--- config.mk ---
export PLATFORM = sky130hd
export DESIGN_NAME = scancode_set1_key_decoder
export DESIGN_NICKNAME = d
export VERILOG_FILES = /design/src/design/scs1kd_pkg.sv /design/src/design/scs1kd_decode.sv /design/src/design/scancode_set1_key_decoder.sv
export SDC_FILE = /design/constraint.sdc
export NUM_CORES = 1
export LEC_CHECK = 0
export ABC_CLOCK_PERIOD_IN_PS = 11670
export BUFFER_PORTS_ARGS = -buffer_cell sky130_fd_sc_hd__buf_2
export CAP_MARGIN = 20
export CORE_MARGIN = 2
export CORE_UTILIZATION = 44
export DETAILED_ROUTE_END_ITERATION = 7
export GPL_ROUTABILITY_DRIVEN = 0
export HOLD_SLACK_MARGIN = 0.12
export PLACE_DENSITY_LB_ADDON = 0.08
export SLEW_MARGIN = 20
export SYNTH_ARGS = -nofsm -noshare
export SYNTH_HDL_FRONTEND = slang
export SYNTH_HIERARCHICAL = 1
export SYNTH_SLANG_ARGS = --single-unit
export TNS_END_PERCENT = 5
--- constraint.sdc ---
create_clock -name clk -period 11.67 [get_ports clk]
set_input_delay 3.501 -clock clk [delete_from_list [all_inputs] [get_ports clk]]
set_output_delay 3.501 -clock clk [all_outputs]
set_load 0.01 [all_outputs]
--- src/design/scs1kd_pkg.sv ---
// Package for the scan code set 1 key decoder.
// Holds the prefix state type, the decoder state and result structs, the scan code
// constants and the key lookup tables. No dependencies.
package scs1kd_pkg;

	typedef enum logic [2:0] {
		ST_IDLE      = 3'd0,
		ST_E0        = 3'd1,
		ST_E02A      = 3'd2,
		ST_E0AA      = 3'd3,
		ST_E1        = 3'd4,
		ST_AFTER_REL = 3'd5,
		ST_DROP      = 3'd6
	} prefix_t;

	typedef struct packed {
		logic       shift;
		logic       alt;
		logic       ctrl;
		logic       caps;
		logic       num;
		logic       scroll;
		prefix_t    prefix;
		logic [2:0] skip;
	} kbd_state_t;

	typedef struct packed {
		logic       kind;
		logic [7:0] value;
		logic       not_ascii;
		logic       keypad;
		logic       extended;
		logic       shift_held;
		logic       alt_held;
		logic       ctrl_held;
		logic [2:0] led_mask;
	} result_t;

	localparam logic KIND_KEY = 1'b0;
	localparam logic KIND_LED = 1'b1;

	localparam logic [7:0] CODE_E0         = 8'd224;
	localparam logic [7:0] CODE_E1         = 8'd225;
	localparam logic [7:0] CODE_PAD_ENTER  = 8'd28;
	localparam logic [7:0] CODE_CTRL       = 8'd29;
	localparam logic [7:0] CODE_LSHIFT     = 8'd42;
	localparam logic [7:0] CODE_PAD_SLASH  = 8'd53;
	localparam logic [7:0] CODE_RSHIFT     = 8'd54;
	localparam logic [7:0] CODE_PAD_STAR   = 8'd55;
	localparam logic [7:0] CODE_ALT        = 8'd56;
	localparam logic [7:0] CODE_CAPS       = 8'd58;
	localparam logic [7:0] CODE_F1         = 8'd59;
	localparam logic [7:0] CODE_F10        = 8'd68;
	localparam logic [7:0] CODE_NUM        = 8'd69;
	localparam logic [7:0] CODE_SCROLL     = 8'd70;
	localparam logic [7:0] CODE_PAD_FIRST  = 8'd71;
	localparam logic [7:0] CODE_PAD_DEL    = 8'd83;
	localparam logic [7:0] CODE_F11        = 8'd87;
	localparam logic [7:0] CODE_F12        = 8'd88;
	localparam logic [7:0] REL_CTRL        = 8'd157;
	localparam logic [7:0] REL_LSHIFT      = 8'd170;
	localparam logic [7:0] REL_RSHIFT      = 8'd182;
	localparam logic [7:0] REL_ALT         = 8'd184;

	localparam logic [7:0] VAL_CR    = 8'd13;
	localparam logic [7:0] VAL_SLASH = 8'd47;
	localparam logic [7:0] VAL_DEL   = 8'd127;
	localparam logic [7:0] VAL_PAUSE = 8'd69;
	localparam logic [7:0] CTRL_MAX  = 8'd31;

	localparam int TAB_LEN = 52;
	localparam int PAD_LEN = 14;
	localparam logic [2:0] E1_SKIP   = 3'd4;
	localparam logic [2:0] E0X_SKIP  = 3'd1;

	localparam logic [7:0] PLAIN_TAB [TAB_LEN] = '{
		8'd27, 8'd49, 8'd50, 8'd51, 8'd52, 8'd53, 8'd54, 8'd55, 8'd56, 8'd57, 8'd48,
		8'd45, 8'd61, 8'd8, 8'd9, 8'd113, 8'd119, 8'd101, 8'd114, 8'd116, 8'd121,
		8'd117, 8'd105, 8'd111, 8'd112, 8'd91, 8'd93, 8'd13, 8'd97, 8'd115, 8'd100,
		8'd102, 8'd103, 8'd104, 8'd106, 8'd107, 8'd108, 8'd59, 8'd39, 8'd96, 8'd92,
		8'd122, 8'd120, 8'd99, 8'd118, 8'd98, 8'd110, 8'd109, 8'd44, 8'd46, 8'd47,
		8'd32};

	localparam logic [7:0] SHIFT_TAB [TAB_LEN] = '{
		8'd27, 8'd33, 8'd64, 8'd35, 8'd36, 8'd37, 8'd94, 8'd38, 8'd42, 8'd40, 8'd41,
		8'd95, 8'd43, 8'd8, 8'd9, 8'd81, 8'd87, 8'd69, 8'd82, 8'd84, 8'd89,
		8'd85, 8'd73, 8'd79, 8'd80, 8'd123, 8'd125, 8'd10, 8'd65, 8'd83, 8'd68,
		8'd70, 8'd71, 8'd72, 8'd74, 8'd75, 8'd76, 8'd58, 8'd34, 8'd126, 8'd124,
		8'd90, 8'd88, 8'd67, 8'd86, 8'd66, 8'd78, 8'd77, 8'd60, 8'd62, 8'd63,
		8'd32};

	localparam logic [7:0] CTRL_TAB [TAB_LEN] = '{
		8'd32, 8'd33, 8'd34, 8'd35, 8'd36, 8'd37, 8'd30, 8'd39, 8'd40, 8'd41, 8'd42,
		8'd31, 8'd43, 8'd44, 8'd45, 8'd17, 8'd23, 8'd5, 8'd18, 8'd20, 8'd25,
		8'd21, 8'd9, 8'd15, 8'd16, 8'd27, 8'd29, 8'd46, 8'd1, 8'd19, 8'd4,
		8'd6, 8'd7, 8'd8, 8'd10, 8'd11, 8'd12, 8'd47, 8'd48, 8'd49, 8'd28,
		8'd26, 8'd24, 8'd3, 8'd22, 8'd2, 8'd14, 8'd13, 8'd50, 8'd51, 8'd52,
		8'd53};

	localparam logic [7:0] PAD_TAB [PAD_LEN] = '{
		8'd42, 8'd71, 8'd72, 8'd73, 8'd45, 8'd75, 8'd53, 8'd77, 8'd43, 8'd79, 8'd80,
		8'd81, 8'd82, 8'd127};

	localparam logic [7:0] PAD_SHIFT_TAB [PAD_LEN] = '{
		8'd42, 8'd55, 8'd56, 8'd57, 8'd45, 8'd52, 8'd53, 8'd54, 8'd43, 8'd49, 8'd50,
		8'd51, 8'd48, 8'd46};

	localparam logic [7:0] PAD_CTRL_TAB [PAD_LEN] = '{
		8'd55, 8'd39, 8'd40, 8'd41, 8'd56, 8'd36, 8'd37, 8'd57, 8'd43, 8'd33, 8'd34,
		8'd35, 8'd42, 8'd52};

	// Keypad entries that are ASCII characters rather than key codes.
	function automatic logic pad_is_ascii(input logic [3:0] idx);
		return (idx == 4'd0) || (idx == 4'd4) || (idx == 4'd6) || (idx == 4'd8) ||
			(idx == 4'd13);
	endfunction

	function automatic result_t make_key(input logic [7:0] value, input logic na,
		input logic kp, input logic ext, input kbd_state_t st);
		result_t r;
		r = '0;
		r.kind       = KIND_KEY;
		r.value      = value;
		r.not_ascii  = na;
		r.keypad     = kp;
		r.extended   = ext;
		r.shift_held = st.shift;
		r.alt_held   = st.alt;
		r.ctrl_held  = st.ctrl;
		return r;
	endfunction

	function automatic result_t make_led(input kbd_state_t st);
		result_t r;
		r = '0;
		r.kind     = KIND_LED;
		r.led_mask = {st.caps, st.num, st.scroll};
		return r;
	endfunction

endpackage

--- src/design/scs1kd_decode.sv ---
// Combinational decode of one scan code byte against the current keyboard state.
// Produces the next state and at most one result. Depends on scs1kd_pkg.
module scs1kd_decode import scs1kd_pkg::*; (
	input  kbd_state_t cur,
	input  logic [7:0] code,
	output kbd_state_t nxt,
	output logic       emit,
	output result_t    res
);

	kbd_state_t i_nxt;
	logic       i_emit;
	result_t    i_res;
	logic [3:0] pidx;
	logic [6:0] tidx;
	logic [7:0] v;

	// Plain key decoding, shared by the idle state and the byte after an extended release.
	always_comb begin
		i_nxt = cur;
		i_nxt.prefix = ST_IDLE;
		i_emit = 1'b0;
		i_res = '0;
		v = '0;
		pidx = (code == CODE_PAD_STAR) ? 4'd0 : 4'(code - 8'd70);
		if (code > CODE_PAD_DEL) begin
			tidx = 7'(code - 8'd10);
		end else if (code > CODE_ALT) begin
			tidx = 7'(code - 8'd6);
		end else if (code > CODE_LSHIFT) begin
			tidx = 7'(code - 8'd3);
		end else if (code > CODE_CTRL) begin
			tidx = 7'(code - 8'd2);
		end else begin
			tidx = 7'(code - 8'd1);
		end
		if (code == 8'd0) begin
			i_emit = 1'b0;
		end else if (code == CODE_E0) begin
			i_nxt.prefix = ST_E0;
		end else if (code == CODE_E1) begin
			i_nxt.prefix = ST_E1;
			i_nxt.skip = E1_SKIP;
		end else if (code[7]) begin
			if (code == REL_CTRL) begin
				i_nxt.ctrl = 1'b0;
			end else if (code == REL_LSHIFT || code == REL_RSHIFT) begin
				i_nxt.shift = 1'b0;
			end else if (code == REL_ALT) begin
				i_nxt.alt = 1'b0;
			end
		end else if (code == CODE_CTRL) begin
			i_nxt.ctrl = 1'b1;
		end else if (code == CODE_LSHIFT || code == CODE_RSHIFT) begin
			i_nxt.shift = 1'b1;
		end else if (code == CODE_ALT) begin
			i_nxt.alt = 1'b1;
		end else if (code == CODE_CAPS) begin
			i_nxt.caps = !cur.caps;
			i_emit = 1'b1;
			i_res = make_led(i_nxt);
		end else if (code == CODE_PAD_STAR || (code >= CODE_PAD_FIRST && code <= CODE_PAD_DEL))
		begin
			i_emit = 1'b1;
			if (cur.alt) begin
				i_res = make_key({4'd0, pidx}, 1'b1, 1'b1, 1'b0, cur);
			end else if (cur.ctrl) begin
				i_res = make_key(PAD_CTRL_TAB[pidx], 1'b1, 1'b1, 1'b0, cur);
			end else if (cur.shift == cur.num) begin
				i_res = make_key(PAD_TAB[pidx], !pad_is_ascii(pidx), 1'b1, 1'b0, cur);
			end else begin
				i_res = make_key(PAD_SHIFT_TAB[pidx], 1'b0, 1'b1, 1'b0, cur);
			end
		end else if ((code >= CODE_F1 && code <= CODE_F10) || code == CODE_F11 ||
			code == CODE_F12) begin
			i_emit = 1'b1;
			i_res = make_key(code, 1'b1, 1'b0, 1'b0, cur);
		end else if (code == CODE_NUM) begin
			i_nxt.num = !cur.num;
			i_emit = 1'b1;
			i_res = make_led(i_nxt);
		end else if (code == CODE_SCROLL) begin
			i_nxt.scroll = !cur.scroll;
			i_emit = 1'b1;
			i_res = make_led(i_nxt);
		end else if (tidx < 7'(TAB_LEN)) begin
			i_emit = 1'b1;
			if (cur.alt) begin
				i_res = make_key({1'b0, tidx}, 1'b1, 1'b0, 1'b0, cur);
			end else if (cur.ctrl) begin
				v = CTRL_TAB[tidx[5:0]];
				i_res = make_key(v, v > CTRL_MAX, 1'b0, 1'b0, cur);
			end else if (cur.shift) begin
				v = SHIFT_TAB[tidx[5:0]];
				if (cur.caps && ((v >= 8'd65 && v <= 8'd90) || (v >= 8'd97 && v <= 8'd122)))
				begin
					v[5] = !v[5];
				end
				i_res = make_key(v, 1'b0, 1'b0, 1'b0, cur);
			end else begin
				v = PLAIN_TAB[tidx[5:0]];
				if (cur.caps && v >= 8'd97 && v <= 8'd122) begin
					v[5] = 1'b0;
				end
				i_res = make_key(v, 1'b0, 1'b0, 1'b0, cur);
			end
		end
	end

	always_comb begin
		nxt = cur;
		emit = 1'b0;
		res = '0;
		unique case (cur.prefix)
			ST_E0: begin
				nxt.prefix = ST_IDLE;
				if (code[7]) begin
					if (code == REL_LSHIFT) begin
						nxt.prefix = ST_E0AA;
						nxt.skip = E0X_SKIP;
					end else begin
						if (code == REL_CTRL) begin
							nxt.ctrl = 1'b0;
						end else if (code == REL_ALT) begin
							nxt.alt = 1'b0;
						end
						nxt.prefix = ST_AFTER_REL;
					end
				end else if (code == CODE_LSHIFT) begin
					nxt.prefix = ST_E02A;
					nxt.skip = E0X_SKIP;
				end else if (code == CODE_CTRL) begin
					nxt.ctrl = 1'b1;
				end else if (code == CODE_ALT) begin
					nxt.alt = 1'b1;
				end else if (code == CODE_PAD_ENTER) begin
					emit = 1'b1;
					res = make_key(VAL_CR, 1'b0, 1'b1, 1'b0, cur);
				end else if (code == CODE_PAD_SLASH) begin
					emit = 1'b1;
					res = make_key(VAL_SLASH, 1'b0, 1'b1, 1'b0, cur);
				end else if (code == CODE_PAD_DEL) begin
					emit = 1'b1;
					res = make_key(VAL_DEL, 1'b0, 1'b0, 1'b1, cur);
				end else if (code != CODE_SCROLL) begin
					emit = 1'b1;
					res = make_key(code, 1'b1, 1'b0, 1'b1, cur);
				end
			end
			ST_E02A, ST_E0AA: begin
				if (cur.skip != 3'd0) begin
					nxt.skip = cur.skip - 3'd1;
				end else begin
					nxt.prefix = ST_IDLE;
					emit = 1'b1;
					if (cur.prefix == ST_E02A && code == CODE_PAD_DEL) begin
						res = make_key(VAL_DEL, 1'b0, 1'b0, 1'b1, cur);
					end else begin
						res = make_key(code, 1'b1, 1'b0, 1'b1, cur);
					end
				end
			end
			ST_E1: begin
				if (cur.skip != 3'd0) begin
					nxt.skip = cur.skip - 3'd1;
				end else begin
					nxt.prefix = ST_IDLE;
					emit = 1'b1;
					res = make_key(VAL_PAUSE, 1'b1, 1'b0, 1'b1, cur);
				end
			end
			ST_AFTER_REL: begin
				if (code == CODE_E0) begin
					nxt.prefix = ST_DROP;
				end else begin
					nxt = i_nxt;
					emit = i_emit;
					res = i_res;
				end
			end
			ST_DROP: begin
				nxt.prefix = ST_IDLE;
			end
			default: begin
				nxt = i_nxt;
				emit = i_emit;
				res = i_res;
			end
		endcase
	end

endmodule

--- src/design/scancode_set1_key_decoder.sv ---
// A byte accepted into the input register is decoded against the state register; its result,
// if any, is registered in the result register and presented on the master side from there.
// Throughput: one byte per cycle unless a held result with m_tready low stalls the input stage.
// Reset (arst_n low, asynchronous): modifiers and caps and scroll lock off,
// num lock on, no prefix pending, both pipeline registers empty.
// Top level: input register, state register and result register around scs1kd_decode.
module scancode_set1_key_decoder import scs1kd_pkg::*; (
	input  logic        clk,
	input  logic        arst_n,
	input  logic        s_tvalid,
	output logic        s_tready,
	input  logic [7:0]  s_tdata,  // [7:0] scancode
	output logic        m_tvalid,
	input  logic        m_tready,
	output logic [23:0] m_tdata,  // [7:0] value, [8] not_ascii, [9] keypad, [10] extended,
	                              // [11] shift_held, [12] alt_held, [13] ctrl_held,
	                              // [16:14] led_mask, [23:17] zero
	output logic        m_tuser   // [0] kind
);

	logic       valid_s1;
	logic [7:0] code_s1;
	kbd_state_t state_q;
	kbd_state_t nxt;
	logic       emit;
	result_t    res;
	logic       out_valid_q;
	result_t    out_q;
	logic       advance;

	scs1kd_decode u_decode (
		.cur  (state_q),
		.code (code_s1),
		.nxt  (nxt),
		.emit (emit),
		.res  (res)
	);

	assign advance  = valid_s1 && (!out_valid_q || m_tready);
	assign s_tready = !valid_s1 || advance;

	always_ff @(posedge clk or negedge arst_n) begin
		if (!arst_n) begin
			valid_s1    <= 1'b0;
			out_valid_q <= 1'b0;
			state_q     <= '{shift: 1'b0, alt: 1'b0, ctrl: 1'b0, caps: 1'b0, num: 1'b1,
				scroll: 1'b0, prefix: ST_IDLE, skip: 3'd0};
		end else begin
			if (s_tready) begin
				valid_s1 <= s_tvalid;
			end
			if (advance) begin
				state_q     <= nxt;
				out_valid_q <= emit;
			end else if (m_tready) begin
				out_valid_q <= 1'b0;
			end
		end
	end

	always_ff @(posedge clk) begin
		if (s_tvalid && s_tready) begin
			code_s1 <= s_tdata;
		end
		if (advance && emit) begin
			out_q <= res;
		end
	end

	assign m_tvalid = out_valid_q;
	assign m_tuser  = out_q.kind;
	assign m_tdata  = {7'd0, out_q.led_mask, out_q.ctrl_held, out_q.alt_held,
		out_q.shift_held, out_q.extended, out_q.keypad, out_q.not_ascii, out_q.value};

`ifndef NO_ASSERTIONS
	a_hold_s1: assert property (@(posedge clk) disable iff (!arst_n)
		valid_s1 && !advance |=> valid_s1 && $stable(code_s1))
		else $error("input stage lost or changed a stalled byte");

	a_skip_range: assert property (@(posedge clk) disable iff (!arst_n)
		state_q.skip <= E1_SKIP)
		else $error("skip counter out of range");

	a_led_clean: assert property (@(posedge clk) disable iff (!arst_n)
		m_tvalid && m_tuser == KIND_LED |-> m_tdata[13:0] == 14'd0)
		else $error("LED result carries key fields");

	a_key_clean: assert property (@(posedge clk) disable iff (!arst_n)
		m_tvalid && m_tuser == KIND_KEY |-> m_tdata[16:14] == 3'd0)
		else $error("key result carries an LED mask");
`endif

endmodule

* Word-level counts from Yosys, hierarchy flattened
Memory sizes are Yosys's and may differ from the RTL's.
Cells that the tools add are included.
** Cells by class
- Add/sub/neg operators :: 7
- Multiplexer cells :: 124
- Div/mod/pow operators :: 0
- Shift operators :: 0
- Multipliers :: 0
- Equality and inequality tests :: 40
- Reduce and logical (&&, ||, !) cells :: 43
- Magnitude comparators :: 18
- Bitwise operators :: 5
** Operator list (count)
- $mux 18 :: 24
- $mux 8 :: 12
- $pmux 18 s5 :: 1
- $mux 17 :: 4
- $eq 8x6->1 const B :: 6
- $eq 8x8->1 const B :: 6
- $mux 16 :: 3
- $mux 1 :: 41
- $eq 8x7->1 const B :: 5
- $le 8x7->1 const B :: 5
- $mux 3 :: 13
- $ge 8x7->1 const B :: 4
- $mux 6 :: 5
- $mux 7 :: 4
- $pmux 3 s4 :: 2
- $eq 8x5->1 const B :: 2
- $gt 8x5->1 const B :: 2
- $gt 8x6->1 const B :: 2
- $mux 2 :: 8
- $sub 7x2->7 const B :: 2
- $logic_or 1x1->1 :: 12
- $mux 12 :: 1
- $ne 3x3->1 const B :: 4
- $logic_and 1x1->1 :: 11
- 43 further kinds :: 58
** Storage, ports and cells
- Output and inout port bits :: 27
- Memories :: 6
- Bits in writable memories :: 0
- Register bits after elaboration :: 40
- Word-level logic and storage cells :: 263
- Input port bits :: 12
- Bits in latches :: 0
- Bits in read-only memories :: 1920
** Memories
- (name not given) :: words 64, bits a word 8, rd ports 1, clocked after Yosys merged registers in 0, wr ports 0, line scs1kd_decode.sv:91 : v = CTRL_TAB[tidx[5:0]];
- (name not given) :: words 64, bits a word 8, rd ports 1, clocked after Yosys merged registers in 0, wr ports 0, line scs1kd_decode.sv:94 : v = SHIFT_TAB[tidx[5:0]];
- (name not given) :: words 64, bits a word 8, rd ports 1, clocked after Yosys merged registers in 0, wr ports 0, line scs1kd_decode.sv:101 : v = PLAIN_TAB[tidx[5:0]];
- (name not given) :: words 16, bits a word 8, rd ports 1, clocked after Yosys merged registers in 0, wr ports 0, line scs1kd_decode.sv:70 : i_res = make_key(PAD_TAB[pidx], !pad_is_ascii(pidx), 1'b1, 1'b0, cur);
- (name not given) :: words 16, bits a word 8, rd ports 1, clocked after Yosys merged registers in 0, wr ports 0, line scs1kd_decode.sv:72 : i_res = make_key(PAD_SHIFT_TAB[pidx], 1'b0, 1'b1, 1'b0, cur);
- (name not given) :: words 16, bits a word 8, rd ports 1, clocked after Yosys merged registers in 0, wr ports 0, line scs1kd_decode.sv:68 : i_res = make_key(PAD_CTRL_TAB[pidx], 1'b1, 1'b1, 1'b0, cur);

* Depth between registers and ports, before layout
Gate-level depths: netlist (run 1).
- Word-level depth :: 32
- Depth in mapped cells :: 20
- Mapped depth without buffers :: 17

* Cells and area by module
The synthesis (run 1) kept the hierarchy.
** By module, submodules not included
- scs1kd_decode :: cells each 723, times used 1, area an instance 4306.6 sq um, seq. area each 0.0 sq um
- scancode_set1_key_decoder :: cells each 70, times used 1, area an instance 1442.6 sq um, seq. area each 1132.3 sq um

* Worst setup path after synthesis (run 1)
OpenSTA, ideal clock, no wires.
- Kind :: input to output
- Start :: input port m_tready
- End :: output port s_tready
- Stages on the path :: 2
- Buffers on the path :: 0
- Slack :: 4.345 ns
- Required time :: 8.169 ns
- Data arrival time :: 3.824 ns
- Cell sequence :: and2b_2 > nand2_1
** On the way
- Cells in the longest elaborated chain, start to end :: 3
** Ends and longest elaborated chain
- start, declared :: line scancode_set1_key_decoder.sv:14 : input logic m_tready,
- $logic_or 1x1->1 :: line scancode_set1_key_decoder.sv:39 : assign advance = valid_s1 && (!out_valid_q || m_tready);
- $logic_and 1x1->1 :: line scancode_set1_key_decoder.sv:39
- $logic_or 1x1->1 :: line scancode_set1_key_decoder.sv:40 : assign s_tready = !valid_s1 || advance;
- end, declared :: line scancode_set1_key_decoder.sv:11 : output logic s_tready,
Every way passes these cells.

* Worst setup path in the final report (run 1)
Ends and elaborated chain as after synthesis.

==> qor.json, run 1 <==
{
  "outcome": "completed",
  "post_cts.resized_instances": 0,
  "worstReg2RegEnd": "m_tdata[5]",
  "critical_path.slowest_cell": "and2b_2",
  "synthDistinctLibCells": 84,
  "rows": 41,
  "fin_nets": 810,
  "die_height_um": 118.3,
  "setup_viol_count_final": 0,
  "cts_buffers": 5,
  "routed_wirelength_um": 19750,
  "synth.largest_area_cell": "edfxtp_1",
  "r2r_cells": 14,
  "post-dp-hpwl_um": 13990,
  "start_util_pct": 45.37,
  "setup_repair_after_global_routing_missed_its_margin": "no",
  "worst-slew-pin-transition_ns": 1.100,
  "initial_antenna_violation_count": 0,
  "fin_total_pwr_mw": 0.8045,
  "share_of_the_yosys_chip_area_belonging_to_registers_pct": 19.70,
  "ys.warnings.count": 6,
  "crit_path_end_kind": "output pin",
  "dr.pass1.iters": 8,
  "hold_path.class": "reg -> reg",
  "grt_pass1_vias": 5606,
  "max_clock_freq_mhz": 132.7,
  "coreArea_um2": 12670,
  "routed_wire_length_per_instance_um": 20.83,
  "fin_util_pct": 48.00,
  "mean_instance_size_in_the_synthesized_netlist_um2": 7.250,
  "syn-instance-count": 793,
  "avgViaCountPerCell": 6.812,
  "start_kind": "input port",
  "die_width_um": 118.3,
  "portBuffers": 31,
  "syn-cell-area_um2": 5749,
  "timing.critical_path.cells": "buf_2, and2b_2, nand2_1, buf_2",
  "post_cts_buffers": 0,
  "slew_viol_final": 0,
  "most_frequent_standard_cell_in_the_layout_excluding_fill_and_tap_cells": "nor2_1",
  "cts_tree": "yes",
  "clock_sink_count": 40,
  "h-tree-depth": 2,
  "n_fill_cell": 1308,
  "layout.cells.most_common_list": "nor2_1, o21ai_0, nand2_1, a21oi_1, buf_2",
  "drc_errors": 0,
  "cts.root.buffer_cell": "clkbuf_16",
  "drive_above_1_share_pct": 10.95,
  "setup-tns-final_ns": 0,
  "min_from": "state_q[1]",
  "max-cap-violations": 0,
  "synth-seq-cells": 40,
  "slowest_delay_ns": 0.21,
  "post-route-min-period_ns": 7.534,
  "worstSetupPathType": "in -> out",
  "die_area_um2": 14000,
  "worstHoldEndpoint": "state_q[1]",
  "hold-path-cell-count": 1,
  "worstPathArrival_ns": 4.03,
  "worst_skew_pair.late_latency_ns": 0.30,
  "power.leakage_nw": 2.221,
  "cp_common_cell": "buf_2",
  "clk_path_buf_depth": 2,
  "timing.final.hold_violations": 0,
  "gr-total-overflow": 0,
  "holdBufCountCts": 0,
  "clock-skew-final_ns": 0.009982,
  "grt_pass1_wl_um": 30620,
  "drtAntennaViolNets": 0,
  "number_of_synthesized_flops_with_an_enable_pin": 26,
  "detailroute.via_count": 6458,
  "initialDrtViolationCount": 895,
  "max_slew_margin_pct": 26.43,
  "grtUsageTotal_pct": 26.88,
  "cp.required_ns": 8.17,
  "top_level_ports": 39,
  "yosys.area.top_type_share_pct": 13.58,
  "timing.critical_path.fanout_max": 3,
  "reg2reg_setup_slack_ns": 5.35,
  "largest_net_degree_at_the_start_of_global_routing": 32,
  "synth_ff_type": "edfxtp_1",
  "layout_worst_path_cycle_share_pct": 64.56,
  "power_density_relative_to_cell_area_nw_per_um2": 132.3,
  "rr_startpoint": "code_s1[1]",
  "diodes": 0,
  "vdd_drop_max_mv": 0.05254,
  "synthTopCellsByArea": "edfxtp_1, o21ai_0, a21oi_1, dfrtp_1, nor2_1",
  "syn_to_final_growth_pct": 5.789,
  "asyncSetResetFlopFracSynth_pct": 35.00,
  "cts.clk_slew.worst_paths_ns": 0.07
}
[metal layers]
metal  part of all wire, %  vias to the layer above  global-route usage (%)
li1                      -                     2980                       -
met1                    43                     3031                   37.01
met2                    44                      389                   41.15
met4                   3.7                        0                   11.37
met3                   8.9                       58                   4.826
met5                     0                        -                       0
[flip-flops by register name (all words and copies together) (netlist names)]
name,count
m_tuser,1
state_q,12
valid_s1,1
code_s1,8
m_tdata,17
m_tvalid,1
[cell usage after synthesis, types with 5 or more instances]
library cell	instances
a31oi_1	18
mux2_2	6
o32ai_1	7
nand4_1	11
a211oi_1	12
nand2b_1	9
nand2_1	70
clkbuf_1	38
nor3_1	23
o211ai_1	15
o21ai_0	81
dfrtp_1	13
a22oi_1	6
a221oi_1	11
ha_1	23
buf_1	5
o22ai_1	8
o311ai_0	6
or3_1	6
buf_4	8
inv_1	23
buf_2	17
o2111ai_1	8
a221o_1	6
o31ai_1	9
nand3_1	29
xnor2_1	8
nor2b_1	5
mux2i_1	9
edfxtp_1	26
a21oi_1	70
mux2_4	10
and2_1	9
nor2_1	82
o221ai_1	10
and3_1	7
[logic make-up after synthesis]
kind of cell | Yosys count | share of synthesized area [%]
XOR/XNOR | 12 | 1.828
AO/OA/AOI/OAI | 320 | 37.13
buffers and inverters | 98 | 7.965
multiplexers | 25 | 5.354
AND/OR/NAND/NOR | 274 | 22.96
other | 1 | 0.06523
adder cells (fa/ha/maj) | 23 | 5.006
flip-flops | 40 | 19.70
[metrics by stage]
step           setup slack [ns]  hold WS (ns)  instance area, um2  cells
2_1_floorplan             4.345        0.4795                5772    799
3_3_place_gp              4.146        0.5286                5863    940
3_5_place_dp              4.127        0.5442                5863    940
4_1_cts                   4.126        0.5582                6078    948
5_1_grt                   4.104        0.5788                6082    948
6_report                  4.136        0.5577                6082    948
[cell type report]
type                            count  area [um2]  share of cell area [%]
Tap cell                          172       215.2                   3.538
Sequential cell                    40        1132                   18.62
Clock inverter                      3       90.09                   1.481
Inverter                           26       97.59                   1.605
Timing Repair Buffer               41       230.2                   3.785
Multi-Input combinational cell    661        4192                   68.92
Clock buffer                        5       125.1                   2.057
[worst max-delay path: cells and delay by family]
family        cells  cell delay, ns
buf+inv           2            0.25
simple gates      2            0.28
[report_power, final]
part / leakage, nW / total (mW) / switching, mW / internal, mW
Combinational: 1.69 / 0.404 / 0.259 / 0.145
Clock: 0.104 / 0.202 / 0.0577 / 0.144
Sequential: 0.428 / 0.198 / 0.0286 / 0.170
[worst max-delay path by stage]
| stage | from | to | depth (start not counted) | slack [ns] |
|---|---|---|---|---|
| global route | m_tready | s_tready | 4 | 4.10 |
| detailed placement | m_tready | s_tready | 4 | 4.13 |
| CTS | m_tready | s_tready | 4 | 4.13 |
| finish | m_tready | s_tready | 4 | 4.14 |
| global placement | m_tready | s_tready | 4 | 4.15 |
| floorplan | m_tready | s_tready | 2 | 4.35 |
(Power assumes the default switching activity.)
==> inputs of run 2 (changes only) <==
Settings changed: ABC_CLOCK_PERIOD_IN_PS 11670 to 6200.
Clock period 11.67 ns to 6.2 ns, I/O delays scaled along.
==> qor.json, run 2 (synthesized netlist as in run 1, its figures left out) <==
{
  "outcome": "completed",
  "reg2reg_setup_slack_ns": 0.56,
  "setup_viol_count_final": 0,
  "max_slew_margin_pct": 29.26,
  "start_util_pct": 45.37,
  "grt_pass1_wl_um": 32130,
  "die_height_um": 118.3,
  "timing.final.hold_violations": 0,
  "routed_wire_length_per_instance_um": 21.29,
  "worst_skew_pair.late_latency_ns": 0.29,
  "fin_worst_hold_slack_ns": 0.5480,
  "portBuffers": 31,
  "diodes": 0,
  "power_density_relative_to_cell_area_nw_per_um2": 237.5,
  "clk_path_buf_depth": 2,
  "timing.critical_path.fanout_max": 14,
  "drtAntennaViolNets": 0,
  "gr-total-overflow": 0,
  "cts.root.buffer_cell": "clkbuf_16",
  "worstReg2RegEnd": "m_tdata[5]",
  "critPathTopFamily": "compound AO/OA/AOI/OAI gates",
  "cp.buffers_inverters": 3,
  "initial_antenna_violation_count": 0,
  "worstHoldEndpoint": "state_q[1]",
  "grtUsageTotal_pct": 28.07,
  "die_width_um": 118.3,
  "r2r_cells": 17,
  "dr.pass1.iters": 7,
  "clock-skew-final_ns": 0.008120,
  "hold_path.class": "reg -> reg",
  "max_clock_freq_mhz": 177.4,
  "n_fill_cell": 1295,
  "drive_above_1_share_pct": 12.09,
  "max-cap-violations": 0,
  "crit_path_end_kind": "flip-flop",
  "cp.required_ns": 6.24,
  "worstSetupPathType": "reg -> reg",
  "power.share.switching_pct": 45.72,
  "hold-path-cell-count": 1,
  "min_from": "state_q[1]",
  "post_cts.resized_instances": 0,
  "layout_worst_path_cycle_share_pct": 90.92,
  "rr_startpoint": "code_s1[1]",
  "post-route-min-period_ns": 5.637,
  "detailroute.via_count": 6638,
  "layout.cells.most_common_list": "nor2_1, o21ai_0, nand2_1, a21oi_1, buf_2",
  "die_area_um2": 14000,
  "drc_errors": 0,
  "largest_net_degree_at_the_start_of_global_routing": 30,
  "slowest_delay_ns": 0.85,
  "cts_buffers": 5,
  "top_level_ports": 39,
  "routed_wirelength_um": 20400,
  "grt_pass1_vias": 5861,
  "worst-slew-pin-transition_ns": 1.061,
  "p_int_mw": 0.7882,
  "timing.critical_path.cells": "clkinv_1, ha_1, nor2b_1, o21a_1, a21oi_1, o221ai_1, inv_1, ha_1, inv_1, nand3_1, a21oi_1, o21ai_0, a221o_1, or4_1, o22ai_2, mux2i_1, o211ai_2",
  "clock_sink_count": 40,
  "setup_repair_after_global_routing_missed_its_margin": "no",
  "most_frequent_standard_cell_in_the_layout_excluding_fill_and_tap_cells": "nor2_1",
  "setup-tns-final_ns": 0,
  "switching_power_mw": 0.6640,
  "post_cts_buffers": 0,
  "pwr-share-clk_pct": 20.7,
  "holdBufCountCts": 0,
  "cts.clk_slew.worst_paths_ns": 0.06,
  "start_kind": "flip-flop",
  "power.leakage_nw": 2.250,
  "initialDrtViolationCount": 847,
  "fin_nets": 820,
  "syn_to_final_growth_pct": 6.333,
  "largest_register_ff_count": 17,
  "post-dp-hpwl_um": 14800,
  "rows": 41,
  "coreArea_um2": 12670,
  "seq_power_share_pct": 25.1,
  "avgViaCountPerCell": 6.929,
  "h-tree-depth": 2,
  "cts_tree": "yes",
  "vdd_drop_max_mv": 0.08999,
  "power.share.combinational_pct": 54.2,
  "critical_path.slowest_cell": "o221ai_1",
  "slew_viol_final": 0,
  "worstPathArrival_ns": 5.68
}
run 2: how the worst max path moves through the flow:
stage	from	end	cells past startpoint	slack, ns
2_1_floorplan	code_s1[1]	m_tdata[5]	19	1.27
5_1_grt	code_s1[1]	m_tdata[5]	17	0.22
4_1_cts	code_s1[1]	m_tdata[5]	17	0.68
3_3_place_gp	code_s1[1]	m_tdata[5]	17	0.94
3_5_place_dp	code_s1[1]	m_tdata[5]	17	0.72
6_report	code_s1[1]	m_tdata[5]	17	0.56
run 2: metrics by stage:
stage	setup slack (ns)	power (mW)	std cells	instance area, um2	util (%)
after floorplan	1.271	0.9264	799	5772	-
after global placement	0.9384	1.120	950	5938	46.86
after detailed placement	0.7200	1.120	950	5946	46.92
after CTS	0.6766	1.426	958	6113	48.25
after global routing	0.2169	1.529	958	6113	48.25
final	0.5633	1.452	958	6113	48.25
run 2: layout make-up:
type	count	area (um2)	share of cell area, %
multi-input combinational	661	4195	68.62
clock buffer	5	125.1	2.047
timing repair buffer	51	305.3	4.994
sequential	40	1132	18.52
tap	172	215.2	3.520
inverter	26	97.59	1.596
clock inverter	3	42.54	0.6959
run 2: per-layer routing:
| layer | global-route usage (%) | up-vias | share of wire [%] |
|---|---|---|---|
| li1 | - | 3009 | - |
| met1 | 37.65 | 3092 | 42 |
| met2 | 44.22 | 439 | 44 |
| met3 | 4.392 | 98 | 8.5 |
| met4 | 12.88 | 0 | 5.1 |
| met5 | 0 | - | 0 |
run 2: worst reg2reg max path, cell delays in order, from the launching register on:
cell and delay [ns]:
edfxtp_1 0.40, clkinv_1 0.25, ha_1 0.40, nor2b_1 0.28, o21a_1 0.35, a21oi_1 0.13
o221ai_1 0.85, inv_1 0.37, ha_1 0.41, inv_1 0.15, nand3_1 0.08, a21oi_1 0.16
o21ai_0 0.12, a221o_1 0.39, or4_1 0.55, o22ai_2 0.18, mux2i_1 0.24, o211ai_2 0.09
run 2: power by group through the flow:
stage / Clock [mW] / Combinational (mW) / Sequential (mW)
floorplan: 0 / 0.575 / 0.351
global placement: 0 / 0.752 / 0.368
detailed placement: 0 / 0.751 / 0.369
CTS: 0.308 / 0.755 / 0.364
global route: 0.318 / 0.841 / 0.370
finish: 0.300 / 0.787 / 0.365
==> inputs of run 3 (changes only) <==
Settings changed: ABC_CLOCK_PERIOD_IN_PS 6200 to 6100.
Clock period 6.2 ns to 6.1 ns, I/O delays scaled along.
==> qor.json, run 3 (synthesized netlist as in run 1, its figures left out) <==
{
  "post_cts_buffers": 0,
  "cts.clk_slew.worst_paths_ns": 0.06,
  "die_area_um2": 14000,
  "drive_above_1_share_pct": 12.29,
  "holdBufCountCts": 0,
  "clock_sink_count": 40,
  "cts.root.buffer_cell": "clkbuf_16",
  "grt_pass1_wl_um": 32820,
  "avgViaCountPerCell": 6.868,
  "rows": 41,
  "coreArea_um2": 12670,
  "detailroute.via_count": 6600,
  "syn_to_final_growth_pct": 6.594,
  "setup_repair_after_global_routing_missed_its_margin": "no",
  "power_density_relative_to_cell_area_nw_per_um2": 242.3,
  "top_level_ports": 39,
  "initial_antenna_violation_count": 0,
  "setup_viol_count_final": 0,
  "clk_path_buf_depth": 2,
  "die_width_um": 118.3,
  "initialDrtViolationCount": 852,
  "max_clock_freq_mhz": 174.9,
  "slew_viol_final": 0,
  "slowest_delay_ns": 0.75,
  "timing.critical_path.cells": "clkinv_1, ha_1, nor2_1, and3_1, a21oi_1, o221ai_1, buf_4, inv_1, ha_1, inv_1, nand3_1, a21oi_1, o21ai_0, a221o_1, or4_1, o22ai_2, mux2i_1, o211ai_2",
  "cp.required_ns": 6.14,
  "r2r_cells": 18,
  "worstSetupPathType": "reg -> reg",
  "cp.buffers_inverters": 4,
  "dpl_cell_area_um2": 5961,
  "hold_path.class": "reg -> reg",
  "post-dp-hpwl_um": 15020,
  "dpl.cell_count": 953,
  "dr.pass1.iters": 6,
  "timing.critical_path.fanout_max": 16,
  "rr_startpoint": "code_s1[1]",
  "diodes": 0,
  "max-cap-violations": 0,
  "worstHoldEndpoint": "state_q[1]",
  "setup-tns-final_ns": 0,
  "drc_errors": 0,
  "fin_nets": 823,
  "worst-slew-pin-transition_ns": 0.9099,
  "cts_buffers": 5,
  "hold-path-cell-count": 1,
  "h-tree-depth": 2,
  "crit_path_end_kind": "flip-flop",
  "layout_worst_path_cycle_share_pct": 93.73,
  "worstPathArrival_ns": 5.75,
  "min_from": "state_q[1]",
  "largest_net_degree_at_the_start_of_global_routing": 30,
  "reg2reg_setup_slack_ns": 0.38,
  "vdd_drop_max_mv": 0.1046,
  "most_frequent_standard_cell_in_the_layout_excluding_fill_and_tap_cells": "nor2_1",
  "start_util_pct": 45.37,
  "finalInstanceArea_um2": 6128,
  "max_slew_margin_pct": 39.34,
  "post-route-min-period_ns": 5.718,
  "power.leakage_nw": 2.263,
  "worstReg2RegEnd": "m_tdata[5]",
  "routed_wirelength_um": 20700,
  "portBuffers": 31,
  "grtUsageTotal_pct": 28.89,
  "gr-total-overflow": 0,
  "cts_tree": "yes",
  "timing.final.hold_violations": 0,
  "die_height_um": 118.3,
  "fin_worst_hold_slack_ns": 0.5439,
  "critical_path.slowest_cell": "edfxtp_1",
  "outcome": "completed",
  "largest_register_ff_count": 17,
  "worst_skew_pair.late_latency_ns": 0.29,
  "grt_pass1_vias": 5926,
  "layout.cells.most_common_list": "nor2_1, o21ai_0, nand2_1, a21oi_1, buf_2",
  "drtAntennaViolNets": 0,
  "fin_total_pwr_mw": 1.485,
  "clock-skew-final_ns": 0.007616,
  "critPathTopFamily": "simple AND/OR/NAND/NOR gates",
  "post_cts.resized_instances": 0,
  "start_kind": "flip-flop",
  "stdcell_count": 961,
  "routed_wire_length_per_instance_um": 21.54
}
## run 3: changes by cell type in the layout (fill, tap and decap cells not counted)
cell	previous run	this run
o32ai_2	1	0
o32ai_1	6	7
buf_4	20	23
## run 3: power breakdown
part / total, mW / internal [mW] / switching, mW
clock: 0.307 / 0.192 / 0.114
combinational: 0.803 / 0.288 / 0.515
sequential: 0.376 / 0.324 / 0.0511
## run 3: metrics by stage
step	util, %	worst slack [ns]
after CTS	48.37	0.5871
after detailed placement	47.04	0.5985
after global placement	47.04	0.7491
final	48.37	0.3823
after global routing	48.37	0.1105
after floorplan	-	1.171
## run 3: per-layer routing
layer	GRT usage, %	vias to the layer above	wire length [um]	part of all wire, %
met5	0	-	0	0
met4	12.35	0	927	4.5
met3	4.633	78	1976	9.5
met2	44.54	431	9097	44
met1	39.82	3085	8694	42
li1	-	3006	-	-
## run 3: worst max path at each step
stage | from | slack (ns) | cells after the start | end
after global routing | code_s1[1] | 0.11 | 19 | m_tdata[5]
after CTS | code_s1[1] | 0.59 | 18 | m_tdata[5]
after floorplan | code_s1[1] | 1.17 | 19 | m_tdata[5]
after global placement | code_s1[1] | 0.75 | 19 | m_tdata[5]
after detailed placement | code_s1[1] | 0.60 | 18 | m_tdata[5]
final | code_s1[1] | 0.38 | 18 | m_tdata[5]
## run 3: worst register-to-register path, delay by kind of cell, from the launching register on
family,cells,cell delay (ns)
AOI/OAI and AO/OA,7,1.24
DFF,1,0.75
muxes,1,0.24
adders and majority gates,2,0.86
buffers and inverters,4,1.12
and+or+nand+nor,4,1.26
## run 3: area by class of cell
| class | instances | area (um2) |
|---|---|---|
| Multi-Input combinational cell | 661 | 4188 |
| Tap cell | 172 | 215.2 |
| Fill cell | 1312 | 6543 |
| Inverter | 26 | 97.59 |
| Timing Repair Buffer | 54 | 327.8 |
| Sequential cell | 40 | 1132 |
| Clock buffer | 5 | 125.1 |
| Clock inverter | 3 | 42.54 |
